--- src/design/mbd_pkg.sv ---
// mbd_pkg: shared types, constants and helper functions of the modbus register frame decoder
// used by the channel interfaces and the decoder top level; depends on nothing else
`default_nettype none

package mbd_pkg;

  // sizing
  localparam int MAX_REGISTER    = 126;
  localparam int MAX_FRAME_BYTES = 512;
  localparam int POS_W           = $clog2(MAX_FRAME_BYTES);
  localparam int LEN_W           = 9;
  localparam int CMP_W           = ((POS_W > LEN_W) ? POS_W : LEN_W) + 1;
  localparam int REG_IDX_W       = 7;
  localparam int FIFO_DEPTH      = 4;
  localparam int FIFO_PTR_W      = $clog2(FIFO_DEPTH);
  localparam int FIFO_CNT_W      = $clog2(FIFO_DEPTH + 1);
  localparam int CFG_IDX_W       = 2;
  localparam int CFG_DATA_W      = 9;
  localparam int NUM_SWITCHES    = 5;

  // protocol constants
  localparam logic [15:0] CRC_INIT       = 16'hFFFF;
  localparam logic [15:0] CRC_POLY       = 16'hA001;
  localparam logic [7:0]  FN_READ_HOLD   = 8'h03;
  localparam logic [7:0]  HEALTH_COUNT   = 8'h02;
  localparam logic [15:0] TEMP_OFFSET    = 16'd40;
  localparam logic [16:0] CURRENT_OFFSET = 17'd30000;
  localparam logic [7:0]  SWITCH_FIRST   = 8'h52;
  localparam logic [7:0]  SWITCH_LAST    = 8'h56;
  localparam logic [6:0]  TEMP_CELL_LO   = 7'h30;
  localparam logic [6:0]  TEMP_CELL_HI   = 7'h37;
  localparam logic [6:0]  TEMP_MOS       = 7'h43;
  localparam logic [6:0]  TEMP_AMBIENT   = 7'h45;
  localparam logic [6:0]  TEMP_EXT_LO    = 7'h5A;
  localparam logic [6:0]  TEMP_EXT_HI    = 7'h5C;
  localparam logic [6:0]  CURRENT_MAIN   = 7'h39;
  localparam logic [6:0]  CURRENT_AUX    = 7'h60;
  localparam int          HEALTH_WORD_POS = 4;

  // configuration register reset values
  localparam logic [7:0]       SLAVE_ADDR_RST  = 8'd81;
  localparam logic [LEN_W-1:0] MIN_HEADED_RST  = 9'd259;
  localparam logic [LEN_W-1:0] MIN_BARE_RST    = 9'd256;
  localparam logic [LEN_W-1:0] MIN_HEALTH_RST  = 9'd7;

  // configuration register indexes
  typedef enum logic [CFG_IDX_W-1:0] {
    CFG_SLAVE_ADDRESS = 2'd0,
    CFG_MIN_HEADED    = 2'd1,
    CFG_MIN_BARE      = 2'd2,
    CFG_MIN_HEALTH    = 2'd3
  } cfg_idx_t;

  // frame mode, one-hot
  typedef enum logic [3:0] {
    MODE_UNDECIDED = 4'b0001,
    MODE_HEADED    = 4'b0010,
    MODE_BARE      = 4'b0100,
    MODE_HEALTH    = 4'b1000
  } mode_t;

  // frame verdict
  typedef enum logic [1:0] {
    ST_OK      = 2'd0,
    ST_CRC     = 2'd1,
    ST_LENGTH  = 2'd2,
    ST_COMMAND = 2'd3
  } status_t;

  localparam logic ITEM_WORD   = 1'b0;
  localparam logic ITEM_STATUS = 1'b1;

  // one result beat
  typedef struct packed {
    logic                    item_type;
    logic [REG_IDX_W-1:0]    register_index;
    logic [15:0]             raw_word;
    logic signed [16:0]      decoded_value;
    logic [1:0]              frame_status;
    logic [NUM_SWITCHES-1:0] switch_flags;
    logic                    last_of_run;
  } result_t;

  // crc-16 over one byte, lsb first, reflected poly
  function automatic logic [15:0] crc_feed(input logic [15:0] crc, input logic [7:0] b);
    logic [15:0] c;
    c = crc ^ {8'h00, b};
    for (int k = 0; k < 8; k++) begin
      c = c[0] ? ((c >> 1) ^ CRC_POLY) : (c >> 1);
    end
    return c;
  endfunction

  // engineering offset by register class
  function automatic logic signed [16:0] decode_word(input logic [REG_IDX_W-1:0] rg,
                                                     input logic [15:0] w);
    logic        is_temp;
    logic        is_curr;
    logic [15:0] t;
    is_temp = (rg >= TEMP_CELL_LO && rg <= TEMP_CELL_HI) || rg == TEMP_MOS ||
              rg == TEMP_AMBIENT || (rg >= TEMP_EXT_LO && rg <= TEMP_EXT_HI);
    is_curr = (rg == CURRENT_MAIN) || (rg == CURRENT_AUX);
    t = w - TEMP_OFFSET;
    if (is_temp) begin
      return {t[15], t};
    end else if (is_curr) begin
      return {1'b0, w} - CURRENT_OFFSET;
    end
    return {1'b0, w};
  endfunction

endpackage

`default_nettype wire

--- src/design/mbd_in_if.sv ---
// mbd_in_if: byte channel into the decoder, valid/ready with the frame byte fields
// depends on mbd_pkg for field widths
`default_nettype none

interface mbd_in_if;
  logic                        valid;
  logic                        ready;
  logic                        kind;
  logic [7:0]                  frame_byte;
  logic [mbd_pkg::LEN_W-1:0]   frame_length;
  logic                        end_of_frame;

  modport source (output valid, kind, frame_byte, frame_length, end_of_frame, input ready);
  modport sink   (input valid, kind, frame_byte, frame_length, end_of_frame, output ready);
endinterface

`default_nettype wire

--- src/design/mbd_out_if.sv ---
// mbd_out_if: result channel out of the decoder, valid/ready with word and status fields
// depends on mbd_pkg for field widths
`default_nettype none

interface mbd_out_if;
  logic                               valid;
  logic                               ready;
  logic                               item_type;
  logic [mbd_pkg::REG_IDX_W-1:0]      register_index;
  logic [15:0]                        raw_word;
  logic signed [16:0]                 decoded_value;
  logic [1:0]                         frame_status;
  logic [mbd_pkg::NUM_SWITCHES-1:0]   switch_flags;
  logic                               last_of_run;

  modport source (output valid, item_type, register_index, raw_word, decoded_value,
                  frame_status, switch_flags, last_of_run, input ready);
  modport sink   (input valid, item_type, register_index, raw_word, decoded_value,
                  frame_status, switch_flags, last_of_run, output ready);
endinterface

`default_nettype wire

--- src/design/mbd_cfg_if.sv ---
// mbd_cfg_if: configuration write channel, valid/ready with register index and data
// depends on mbd_pkg for field widths
`default_nettype none

interface mbd_cfg_if;
  logic                             valid;
  logic                             ready;
  logic [mbd_pkg::CFG_IDX_W-1:0]    index;
  logic [mbd_pkg::CFG_DATA_W-1:0]   data;

  modport source (output valid, index, data, input ready);
  modport sink   (input valid, index, data, output ready);
endinterface

`default_nettype wire

--- src/design/modbus_register_frame_decoder_top.sv ---
// modbus_register_frame_decoder_top: byte-wise modbus rtu response decoder with crc-16 check
// depends on mbd_pkg and the mbd_in_if, mbd_out_if and mbd_cfg_if interfaces
//
//  channel   dir  beat
//  in_bus    in   one frame byte with kind, frame length and end-of-frame flag
//  out_bus   out  one register word item or one end-of-frame status item
//  cfg_bus   in   one register write: index 0..3, data up to 9 bits
//
// one byte is decoded per cycle while in_bus.ready is high: crc step, word assembly and verdict sit in one
// combinational pass from the byte beat into a 4-entry result queue.
// a byte that yields a word and the status writes both into the queue; in_bus.ready
// drops while fewer than two queue entries are free, so an out_bus stall backs up.
// rst_n is synchronous active low; it empties the queue and restores register defaults.
// cfg_bus.ready is always high.
`default_nettype none

module modbus_register_frame_decoder_top (
  input  wire  clk,
  input  wire  rst_n,
  mbd_in_if.sink    in_bus,
  mbd_out_if.source out_bus,
  mbd_cfg_if.sink   cfg_bus
);

  // configuration registers
  logic [7:0]                  slave_addr_r;
  logic [mbd_pkg::LEN_W-1:0]   min_headed_r;
  logic [mbd_pkg::LEN_W-1:0]   min_bare_r;
  logic [mbd_pkg::LEN_W-1:0]   min_health_r;

  assign cfg_bus.ready = 1'b1;

  always_ff @(posedge clk) begin
    if (!rst_n) begin
      slave_addr_r <= mbd_pkg::SLAVE_ADDR_RST;
      min_headed_r <= mbd_pkg::MIN_HEADED_RST;
      min_bare_r   <= mbd_pkg::MIN_BARE_RST;
      min_health_r <= mbd_pkg::MIN_HEALTH_RST;
    end else if (cfg_bus.valid) begin
      case (cfg_bus.index)
        mbd_pkg::CFG_SLAVE_ADDRESS: slave_addr_r <= cfg_bus.data[7:0];
        mbd_pkg::CFG_MIN_HEADED:    min_headed_r <= cfg_bus.data[mbd_pkg::LEN_W-1:0];
        mbd_pkg::CFG_MIN_BARE:      min_bare_r   <= cfg_bus.data[mbd_pkg::LEN_W-1:0];
        mbd_pkg::CFG_MIN_HEALTH:    min_health_r <= cfg_bus.data[mbd_pkg::LEN_W-1:0];
        default: ;
      endcase
    end
  end

  // per-frame state
  logic [15:0]                        crc_r, crc_nxt;
  logic [mbd_pkg::POS_W-1:0]          pos_r, pos_nxt;
  mbd_pkg::mode_t                     mode_r, mode_nxt;
  logic [7:0]                         held_r, held_nxt;
  logic [7:0]                         crc_lo_r, crc_lo_nxt;
  logic [mbd_pkg::NUM_SWITCHES-1:0]   sw_r, sw_nxt;
  logic [15:0]                        health_r, health_nxt;
  logic                               hm_r, hm_nxt;

  // result queue
  mbd_pkg::result_t                   fifo_r [mbd_pkg::FIFO_DEPTH];
  logic [mbd_pkg::FIFO_PTR_W-1:0]     wr_ptr_r, wr_ptr_nxt;
  logic [mbd_pkg::FIFO_PTR_W-1:0]     rd_ptr_r, rd_ptr_nxt;
  logic [mbd_pkg::FIFO_CNT_W-1:0]     cnt_r, cnt_nxt;

  logic in_fire, out_fire;

  assign in_bus.ready = (cnt_r <= mbd_pkg::FIFO_CNT_W'(mbd_pkg::FIFO_DEPTH - 2));
  assign in_fire      = in_bus.valid && in_bus.ready;
  assign out_fire     = out_bus.valid && out_bus.ready;

  // decode of one byte
  logic [15:0]                        crc_e;
  mbd_pkg::mode_t                     mode_e;
  logic [7:0]                         crc_lo_e;
  logic [mbd_pkg::NUM_SWITCHES-1:0]   sw_e;
  logic [15:0]                        health_e;
  logic                               hm_e;
  logic                               first;
  logic [mbd_pkg::CMP_W-1:0]          pos_x, flen_x;
  logic                               in_data;
  logic [mbd_pkg::POS_W-1:0]          rel;
  logic [mbd_pkg::POS_W-2:0]          reg_full;
  logic [7:0]                         sw_ofs;
  logic [15:0]                        word;
  logic [15:0]                        recv;
  logic                               len_ok;
  logic                               word_v;
  logic                               stat_v;
  mbd_pkg::status_t                   status;
  mbd_pkg::result_t                   word_item, stat_item;

  always_comb begin
    first    = (pos_r == '0);
    crc_e    = first ? mbd_pkg::CRC_INIT : crc_r;
    mode_e   = first ? (in_bus.kind ? mbd_pkg::MODE_HEALTH : mbd_pkg::MODE_UNDECIDED)
                     : mode_r;
    crc_lo_e = first ? 8'h00 : crc_lo_r;
    sw_e     = first ? '0 : sw_r;
    health_e = first ? 16'h0000 : health_r;
    hm_e     = first ? 1'b0 : hm_r;

    pos_x   = mbd_pkg::CMP_W'(pos_r);
    flen_x  = mbd_pkg::CMP_W'(in_bus.frame_length);
    in_data = (pos_x + mbd_pkg::CMP_W'(2)) < flen_x;
    len_ok  = (pos_x + mbd_pkg::CMP_W'(1)) == flen_x;

    crc_nxt    = in_data ? mbd_pkg::crc_feed(crc_e, in_bus.frame_byte) : crc_e;
    crc_lo_nxt = ((pos_x + mbd_pkg::CMP_W'(2)) == flen_x) ? in_bus.frame_byte : crc_lo_e;
    held_nxt   = in_bus.frame_byte;
    word       = {held_r, in_bus.frame_byte};

    mode_nxt   = mode_e;
    sw_nxt     = sw_e;
    health_nxt = health_e;
    hm_nxt     = hm_e;
    word_v     = 1'b0;
    rel        = '0;
    reg_full   = '0;
    sw_ofs     = 8'h00;

    if (mode_e == mbd_pkg::MODE_HEALTH) begin
      // header check and health word capture
      if ((pos_r == mbd_pkg::POS_W'(0) && in_bus.frame_byte != slave_addr_r) ||
          (pos_r == mbd_pkg::POS_W'(1) && in_bus.frame_byte != mbd_pkg::FN_READ_HOLD) ||
          (pos_r == mbd_pkg::POS_W'(2) && in_bus.frame_byte != mbd_pkg::HEALTH_COUNT)) begin
        hm_nxt = 1'b1;
      end
      if (pos_r == mbd_pkg::POS_W'(mbd_pkg::HEALTH_WORD_POS)) begin
        health_nxt = word;
      end
    end else begin
      // headed or bare decision on the second byte
      if (pos_r == mbd_pkg::POS_W'(1) && mode_e == mbd_pkg::MODE_UNDECIDED) begin
        if (in_bus.frame_length >= min_headed_r && held_r == slave_addr_r &&
            in_bus.frame_byte == mbd_pkg::FN_READ_HOLD) begin
          mode_nxt = mbd_pkg::MODE_HEADED;
        end else if (in_bus.frame_length >= min_bare_r) begin
          mode_nxt = mbd_pkg::MODE_BARE;
        end
      end
      // word completes on the odd byte of the data region
      if ((mode_nxt == mbd_pkg::MODE_HEADED || mode_nxt == mbd_pkg::MODE_BARE) && in_data) begin
        if (mode_nxt == mbd_pkg::MODE_HEADED) begin
          rel = pos_r - mbd_pkg::POS_W'(3);
        end else begin
          rel = pos_r;
        end
        reg_full = rel[mbd_pkg::POS_W-1:1];
        if ((mode_nxt == mbd_pkg::MODE_BARE || pos_r >= mbd_pkg::POS_W'(3)) && rel[0] &&
            (reg_full <= (mbd_pkg::POS_W-1)'(mbd_pkg::MAX_REGISTER))) begin
          word_v = 1'b1;
          if (8'(reg_full) >= mbd_pkg::SWITCH_FIRST && 8'(reg_full) <= mbd_pkg::SWITCH_LAST &&
              word != 16'h0000) begin
            sw_ofs = 8'(reg_full) - mbd_pkg::SWITCH_FIRST;
            sw_nxt = sw_e | (mbd_pkg::NUM_SWITCHES'(1) << sw_ofs[2:0]);
          end
        end
      end
    end

    // frame verdict on the last byte
    recv   = {in_bus.frame_byte, crc_lo_nxt};
    stat_v = in_bus.end_of_frame;
    if (mode_nxt == mbd_pkg::MODE_HEALTH) begin
      if (in_bus.frame_length < min_health_r || in_bus.frame_length < mbd_pkg::LEN_W'(2) ||
          !len_ok) begin
        status = mbd_pkg::ST_LENGTH;
      end else if (recv != crc_nxt) begin
        status = mbd_pkg::ST_CRC;
      end else if (hm_nxt || pos_r < mbd_pkg::POS_W'(2)) begin
        status = mbd_pkg::ST_COMMAND;
      end else begin
        status = mbd_pkg::ST_OK;
      end
    end else begin
      if (mode_nxt == mbd_pkg::MODE_UNDECIDED || !len_ok) begin
        status = mbd_pkg::ST_LENGTH;
      end else if (mode_nxt == mbd_pkg::MODE_HEADED && recv != crc_nxt) begin
        status = mbd_pkg::ST_CRC;
      end else begin
        status = mbd_pkg::ST_OK;
      end
    end

    // next position, saturating on an overlong frame
    if (in_bus.end_of_frame) begin
      pos_nxt = '0;
    end else if (pos_r < mbd_pkg::POS_W'(mbd_pkg::MAX_FRAME_BYTES - 1)) begin
      pos_nxt = pos_r + mbd_pkg::POS_W'(1);
    end else begin
      pos_nxt = pos_r;
    end

    // result beats
    word_item.item_type      = mbd_pkg::ITEM_WORD;
    word_item.register_index = reg_full[mbd_pkg::REG_IDX_W-1:0];
    word_item.raw_word       = word;
    word_item.decoded_value  = mbd_pkg::decode_word(reg_full[mbd_pkg::REG_IDX_W-1:0], word);
    word_item.frame_status   = mbd_pkg::ST_OK;
    word_item.switch_flags   = '0;
    word_item.last_of_run    = 1'b0;

    stat_item.item_type      = mbd_pkg::ITEM_STATUS;
    stat_item.register_index = '0;
    stat_item.decoded_value  = '0;
    stat_item.frame_status   = status;
    stat_item.last_of_run    = 1'b1;
    if (mode_nxt == mbd_pkg::MODE_HEALTH) begin
      stat_item.raw_word     = health_nxt;
      stat_item.switch_flags = '0;
    end else begin
      stat_item.raw_word     = 16'h0000;
      stat_item.switch_flags = sw_nxt;
    end
  end

  // frame state update on an accepted byte
  always_ff @(posedge clk) begin
    if (!rst_n) begin
      crc_r    <= mbd_pkg::CRC_INIT;
      pos_r    <= '0;
      mode_r   <= mbd_pkg::MODE_UNDECIDED;
      held_r   <= 8'h00;
      crc_lo_r <= 8'h00;
      sw_r     <= '0;
      health_r <= 16'h0000;
      hm_r     <= 1'b0;
    end else if (in_fire) begin
      crc_r    <= crc_nxt;
      pos_r    <= pos_nxt;
      mode_r   <= mode_nxt;
      held_r   <= held_nxt;
      crc_lo_r <= crc_lo_nxt;
      sw_r     <= sw_nxt;
      health_r <= health_nxt;
      hm_r     <= hm_nxt;
    end
  end

  // queue pointers and fill count
  logic [1:0] wr_n;

  always_comb begin
    wr_n       = in_fire ? ({1'b0, word_v} + {1'b0, stat_v}) : 2'd0;
    wr_ptr_nxt = wr_ptr_r + mbd_pkg::FIFO_PTR_W'(wr_n);
    rd_ptr_nxt = rd_ptr_r + mbd_pkg::FIFO_PTR_W'(out_fire);
    cnt_nxt    = cnt_r + mbd_pkg::FIFO_CNT_W'(wr_n) - mbd_pkg::FIFO_CNT_W'(out_fire);
  end

  always_ff @(posedge clk) begin
    if (!rst_n) begin
      wr_ptr_r <= '0;
      rd_ptr_r <= '0;
      cnt_r    <= '0;
    end else begin
      wr_ptr_r <= wr_ptr_nxt;
      rd_ptr_r <= rd_ptr_nxt;
      cnt_r    <= cnt_nxt;
    end
  end

  // queue storage, word beat ahead of status beat
  always_ff @(posedge clk) begin
    if (in_fire) begin
      if (word_v) begin
        fifo_r[wr_ptr_r] <= word_item;
        if (stat_v) begin
          fifo_r[wr_ptr_r + mbd_pkg::FIFO_PTR_W'(1)] <= stat_item;
        end
      end else if (stat_v) begin
        fifo_r[wr_ptr_r] <= stat_item;
      end
    end
  end

  // output beat from queue head
  mbd_pkg::result_t head;

  assign head                   = fifo_r[rd_ptr_r];
  assign out_bus.valid          = (cnt_r != '0);
  assign out_bus.item_type      = head.item_type;
  assign out_bus.register_index = head.register_index;
  assign out_bus.raw_word       = head.raw_word;
  assign out_bus.decoded_value  = head.decoded_value;
  assign out_bus.frame_status   = head.frame_status;
  assign out_bus.switch_flags   = head.switch_flags;
  assign out_bus.last_of_run    = head.last_of_run;

endmodule

`default_nettype wire
--- src/flat_wrapper.sv ---
// flat-port wrapper written by rule: the top's interface ports become plain ports
module modbus_register_frame_decoder_top_flat 
  (clk, rst_n, in_bus_valid, in_bus_kind, in_bus_frame_byte, in_bus_frame_length, in_bus_end_of_frame, in_bus_ready, out_bus_valid, out_bus_item_type, out_bus_register_index, out_bus_raw_word, out_bus_decoded_value, out_bus_frame_status, out_bus_switch_flags, out_bus_last_of_run, out_bus_ready, cfg_bus_valid, cfg_bus_index, cfg_bus_data, cfg_bus_ready);
  mbd_in_if in_bus_i ();
  mbd_out_if out_bus_i ();
  mbd_cfg_if cfg_bus_i ();
  input  wire clk;
  input  wire rst_n;
  input wire logic [$bits(in_bus_i.valid)-1:0] in_bus_valid;
  input wire logic [$bits(in_bus_i.kind)-1:0] in_bus_kind;
  input wire logic [$bits(in_bus_i.frame_byte)-1:0] in_bus_frame_byte;
  input wire logic [$bits(in_bus_i.frame_length)-1:0] in_bus_frame_length;
  input wire logic [$bits(in_bus_i.end_of_frame)-1:0] in_bus_end_of_frame;
  output wire logic [$bits(in_bus_i.ready)-1:0] in_bus_ready;
  output wire logic [$bits(out_bus_i.valid)-1:0] out_bus_valid;
  output wire logic [$bits(out_bus_i.item_type)-1:0] out_bus_item_type;
  output wire logic [$bits(out_bus_i.register_index)-1:0] out_bus_register_index;
  output wire logic [$bits(out_bus_i.raw_word)-1:0] out_bus_raw_word;
  output wire logic [$bits(out_bus_i.decoded_value)-1:0] out_bus_decoded_value;
  output wire logic [$bits(out_bus_i.frame_status)-1:0] out_bus_frame_status;
  output wire logic [$bits(out_bus_i.switch_flags)-1:0] out_bus_switch_flags;
  output wire logic [$bits(out_bus_i.last_of_run)-1:0] out_bus_last_of_run;
  input wire logic [$bits(out_bus_i.ready)-1:0] out_bus_ready;
  input wire logic [$bits(cfg_bus_i.valid)-1:0] cfg_bus_valid;
  input wire logic [$bits(cfg_bus_i.index)-1:0] cfg_bus_index;
  input wire logic [$bits(cfg_bus_i.data)-1:0] cfg_bus_data;
  output wire logic [$bits(cfg_bus_i.ready)-1:0] cfg_bus_ready;
  assign in_bus_i.valid = in_bus_valid;
  assign in_bus_i.kind = in_bus_kind;
  assign in_bus_i.frame_byte = in_bus_frame_byte;
  assign in_bus_i.frame_length = in_bus_frame_length;
  assign in_bus_i.end_of_frame = in_bus_end_of_frame;
  assign in_bus_ready = in_bus_i.ready;
  assign out_bus_valid = out_bus_i.valid;
  assign out_bus_item_type = out_bus_i.item_type;
  assign out_bus_register_index = out_bus_i.register_index;
  assign out_bus_raw_word = out_bus_i.raw_word;
  assign out_bus_decoded_value = out_bus_i.decoded_value;
  assign out_bus_frame_status = out_bus_i.frame_status;
  assign out_bus_switch_flags = out_bus_i.switch_flags;
  assign out_bus_last_of_run = out_bus_i.last_of_run;
  assign out_bus_i.ready = out_bus_ready;
  assign cfg_bus_i.valid = cfg_bus_valid;
  assign cfg_bus_i.index = cfg_bus_index;
  assign cfg_bus_i.data = cfg_bus_data;
  assign cfg_bus_ready = cfg_bus_i.ready;
  modbus_register_frame_decoder_top u_core (.clk(clk), .rst_n(rst_n), .in_bus(in_bus_i), .out_bus(out_bus_i), .cfg_bus(cfg_bus_i));
endmodule
--- config.mk ---
export PLATFORM = sky130hd
export DESIGN_NAME = modbus_register_frame_decoder_top_flat
export DESIGN_NICKNAME = d
export VERILOG_FILES = /design/src/design/mbd_pkg.sv /design/src/design/mbd_in_if.sv /design/src/design/mbd_out_if.sv /design/src/design/mbd_cfg_if.sv /design/src/design/modbus_register_frame_decoder_top.sv /design/src/flat_wrapper.sv
export SDC_FILE = /design/constraint.sdc
export NUM_CORES = 1
export LEC_CHECK = 0
export ABC_AREA = 1
export BUFFER_PORTS_ARGS = -buffer_cell sky130_fd_sc_hd__clkbuf_2
export CORE_AREA = 2 2 211 213
export DETAILED_ROUTE_END_ITERATION = 16
export DIE_AREA = 0 0 213 215
export PLACE_DENSITY = 0.69
export SLEW_MARGIN = 5
export SYNTH_ARGS = -nofsm -noshare
export SYNTH_HDL_FRONTEND = slang
export SYNTH_SLANG_ARGS = --single-unit
--- constraint.sdc ---
create_clock -name clk -period 4.8 [get_ports clk]
set_input_delay 0.72 -clock clk [delete_from_list [all_inputs] [get_ports clk]]
set_output_delay 0.72 -clock clk [all_outputs]
set_load 0.01 [all_outputs]
==> reports/summary.md <==
The cell that appears most often on the critical path is sky130_fd_sc_hd__nand2_1. The antenna diode count is 0. The die boundary width was 213 um; the cell area power density was 459.9 nW/um^2. The top cell type's share of synthesized area came out at 24.25%. The die covers 45800 um^2. The endpoint required time on the critical path was 5220 ps; the total of flip-flops plus latches after synthesis was 301. For the first-pass GRT wire length, the log shows 83460 um.

The Yosys step of the flow raised 0 warnings. The floorplan row count was 77; the final non-filler cell total was 3045. Of all nets on the critical path, the largest fanout is 12. The fraction of final layout cells sized beyond drive strength 1 came out at 12.35%. In this run, post-CTS hold repair placed 0 buffers. The worst max-slew margin expressed relative to the limit was 6.065%.

IR analysis of the VDD net gives a maximum drop of 0.2379 mV. The classification of the worst setup path is flip-flop to flip-flop. The final wirelength was 53500 um. Net switching is 38.45% of the power.

The number of buffer cells added on primary ports is 85, and the fraction of the cycle the final worst path needs is 91.93%. In the final timing run, aggregate negative setup slack is 0 ps. The latest clock arrival within the worst-skew pair is 550 ps, and the sum of net half-perimeters after detailed placement is 36940 um. At the end of the flow, the number of nets in the layout was 2518.

Dividing the synthesized area by the synthesized cell count gives 7.290 um^2. The post-synthesis instance area was 17260 um^2; the placer congestion estimate was 0.9163. The die is 215 um tall. Entering global routing, the biggest net connects 58 pins. For this block, the initial DRC count from the detailed router was 1777. For the worst setup path, the data arrival time is 4840 ps. The kind of end point of the critical path was a flip-flop. Counting cells, the worst reg-to-reg path comes to 27. The mean number of vias per cell was 5.426.

The number of antenna violations at the first check in global routing was 1. Relative to the synthesized area, the layout overhead comes to 13.44%. The detailed-route DRC error count came out at 0. Area inside the core boundary: 43640 um^2.

TritonCTS built the clock tree. In the post-synthesis netlist, the biggest area contributors are sky130_fd_sc_hd__dfxtp_1, sky130_fd_sc_hd__edfxtp_1, sky130_fd_sc_hd__nand2_1, sky130_fd_sc_hd__o21ai_0, sky130_fd_sc_hd__nand3_1. The total clock buffers created by CTS came out at 35. Sequential elements use 40.26% of the synthesized area. The netlist uses 52 different library cells. The synthesized netlist net count is 2458, and the starting density of the core is 39.54%. The worst clock skew was 27.81 ps. For the number of placed cells counting well taps, the log shows 2979.

The kind of start point of the critical path was a flip-flop. The tools report the sum of overflow across all layers after global routing as 0. Synthesis handed over a netlist of 2367 instances. The run finished with clean final reports. The routed layout has 16520 vias. Internal power comes to 0.005541 W. Summed over all nets, the switching power comes to 0.003461 W.

Counting every sink on the clock net gives 301. Timing would allow up to 226.6 MHz. Biggest area consumer among synthesized cells: sky130_fd_sc_hd__dfxtp_1. The longest individual stage delay on the worst path came out at 450 ps. The transition time at the pin with the least slew margin was 1374 ps; the clock network fraction of total power was 28.7%.

For the hold violation count in the final report, the log shows 0. Once detail routing completed, the nets flagged for antenna violations numbered 0. Path class of the lowest-slack min-delay path: input pin to flip-flop. The logs give 0.009002 W for the power consumption and 390 ps for the flop-to-flop setup slack.

The placed instances occupy a cell area of 18430 um^2. The first detailed-routing pass took 6 iterations. Maximum number of buffers from clock root to sink: 3. The share of total power dissipated in sequential elements is 35.8%. The static leakage power was 8.714 nW. Setup repair after global routing left no endpoint under its margin. Max-cap violations in this run came to 0. The minimum clock period after layout was 4413 ps; the combinational group share of total power was 35.6%. The largest individual stage delay along the critical path comes from the cell sky130_fd_sc_hd__fa_1. Clock-pin slew was measured on the worst setup and hold paths at 60 ps. Number of endpoints failing setup at the final stage: 0. The run gives 15360 as the via count of the first global-routing pass. For the boundary pin count, the log shows 87. Once layout is complete, the utilization of the core stands at 44.85%. With fillers left out, the area of the finished cells amounts to 19580 um^2. The tools report the CTS root buffer as sky130_fd_sc_hd__clkbuf_16. Counting instances, the worst hold path has a depth of 3. For the number of slew-limit violations in the final report, the log shows 0. The H-tree was split into 2 levels. Global routing used 22.95% of the available tracks.

After detailed routing, the average wire length per cell comes to 17.57 um.
## timing repair
item | in CTS | in global routing
setup buffers | 0 | 3
setup endpoints to repair | 0 | 139
resized for setup | 0 | 13
## cell usage after synthesis, drive strengths merged
| library cell | instances |
|---|---|
| a21oi | 107 |
| nor4 | 4 |
| a31oi | 2 |
| or2 | 3 |
| edfxtp | 92 |
| o21bai | 3 |
| o22ai | 114 |
| xnor2 | 11 |
| clkbuf | 74 |
| a221oi | 1 |
| inv | 229 |
| nand3b | 3 |
| clkinv | 6 |
| a22oi | 2 |
| fa | 1 |
| conb | 1 |
| dfxtp | 209 |
| a211oi | 1 |
| a2111oi | 1 |
| nand4 | 19 |
| o311ai | 1 |
| o211a | 1 |
| o211ai | 16 |
| and2 | 1 |
| and3 | 2 |
| o21ai | 324 |
| o21a | 1 |
| nand2 | 455 |
| buf | 69 |
| a21boi | 1 |
| o2111ai | 1 |
| nor2 | 262 |
| xor2 | 51 |
| ha | 55 |
| nor3 | 18 |
| nand3 | 225 |
| a21o | 1 |
## path summary, 6_finish.rpt
| path | endpoint | startpoint |
|---|---|---|
| hold reg to reg | u_core.fifo_r[2][0]$_SDFFE_PP1P_ | u_core.fifo_r[2][0]$_SDFFE_PP1P_ |
| setup reg to reg | u_core.cnt_r[2]$_SDFF_PN0_ | u_core.pos_r[1]$_SDFFE_PN0P_ |
| hold / removal | u_core.min_bare_r[8]$_SDFFE_PN1P_ | cfg_bus_data[8] |
| setup / recovery | u_core.cnt_r[2]$_SDFF_PN0_ | u_core.pos_r[1]$_SDFFE_PN0P_ |
## per-layer routing
layer	vias to the layer above	routed length [um]	share of wire, %	global-route usage (%)
met1	7683	23150	43	31.05
met5	-	15	0.028	0
li1	8089	-	-	-
met4	2	1834	3.4	8.625
met2	626	24440	46	36.87
met3	122	4064	7.6	3.420
## critical path: cells and delay by family, from the launching register on
| family | cells | cell delay, ps |
|---|---|---|
| adders and majority gates | 5 | 1270 |
| and+or+nand+nor | 17 | 2050 |
| DFF | 1 | 310 |
| buffers and inverters | 4 | 500 |
| xor gates and xnor gates | 1 | 170 |
## power by group through the flow
stage / clock, W / sequential (W) / combinational (W)
after floorplan: 0 / 0.00316 / 0.00224
after global placement: 0 / 0.00325 / 0.00310
after detailed placement: 0 / 0.00326 / 0.00317
after CTS: 0.00261 / 0.00321 / 0.00318
after global routing: 0.00271 / 0.00325 / 0.00357
final: 0.00258 / 0.00322 / 0.00320
## flip-flops by register name (all words and copies together), names as in the netlist, 5 cells and up
register / cells
u_core.slave_addr_r: 8
u_core.fifo_r: 192
u_core.min_headed_r: 9
u_core.crc_r: 16
u_core.pos_r: 9
u_core.min_bare_r: 9
u_core.sw_r: 5
u_core.min_health_r: 9
u_core.health_r: 16
u_core.held_r: 8
u_core.crc_lo_r: 8
## cells by family after synthesis
group | share of synthesized area [%]
and+or+nand+nor | 25.26
adders and majority gates | 4.104
DFF | 40.26
other | 0.02173
xor gates and xnor gates | 3.147
AOI/OAI and AO/OA | 18.25
buffers and inverters | 8.955
## metrics by stage
step                setup slack, ps  hold slack, ps
floorplan                     267.5           413.6
finish                        387.3           451.4
CTS                           260.8           441.2
global placement              50.46           426.4
global route                  12.73           461.7
detailed placement           -37.02           441.2
## cells in the final DEF (no fill, tap or decap), types with 6 or more instances in the layout
cell	instances
sky130_fd_sc_hd__nor3_1	18
sky130_fd_sc_hd__inv_2	15
sky130_fd_sc_hd__buf_12	6
sky130_fd_sc_hd__clkbuf_1	9
sky130_fd_sc_hd__xnor2_1	11
sky130_fd_sc_hd__clkbuf_8	7
sky130_fd_sc_hd__o21ai_0	242
sky130_fd_sc_hd__nand4_1	19
sky130_fd_sc_hd__o21ai_1	78
sky130_fd_sc_hd__nor2_2	14
sky130_fd_sc_hd__nand2_4	6
sky130_fd_sc_hd__nand3_2	7
sky130_fd_sc_hd__nand3_1	213
sky130_fd_sc_hd__nor2_1	243
sky130_fd_sc_hd__clkbuf_16	35
sky130_fd_sc_hd__edfxtp_1	92
sky130_fd_sc_hd__clkinv_2	8
sky130_fd_sc_hd__ha_1	55
sky130_fd_sc_hd__o211ai_1	16
sky130_fd_sc_hd__o22ai_1	114
sky130_fd_sc_hd__buf_4	73
sky130_fd_sc_hd__clkbuf_2	85
sky130_fd_sc_hd__nand2_1	431
sky130_fd_sc_hd__a21oi_1	104
sky130_fd_sc_hd__nand2_2	18
sky130_fd_sc_hd__inv_1	214
sky130_fd_sc_hd__xor2_1	51
sky130_fd_sc_hd__dfxtp_1	208
## final cells by class
| class | instances | area, um^2 |
|---|---|---|
| timing repair buffer | 166 | 1116 |
| sequential | 301 | 6948 |
| multi-input combinational | 1688 | 8781 |
| clock inverter | 12 | 98.84 |
| fill | 4317 | 24070 |
| tap | 592 | 740.7 |
| clock buffer | 51 | 1006 |
| inverter | 235 | 884.6 |
(Power assumes the default switching activity.)
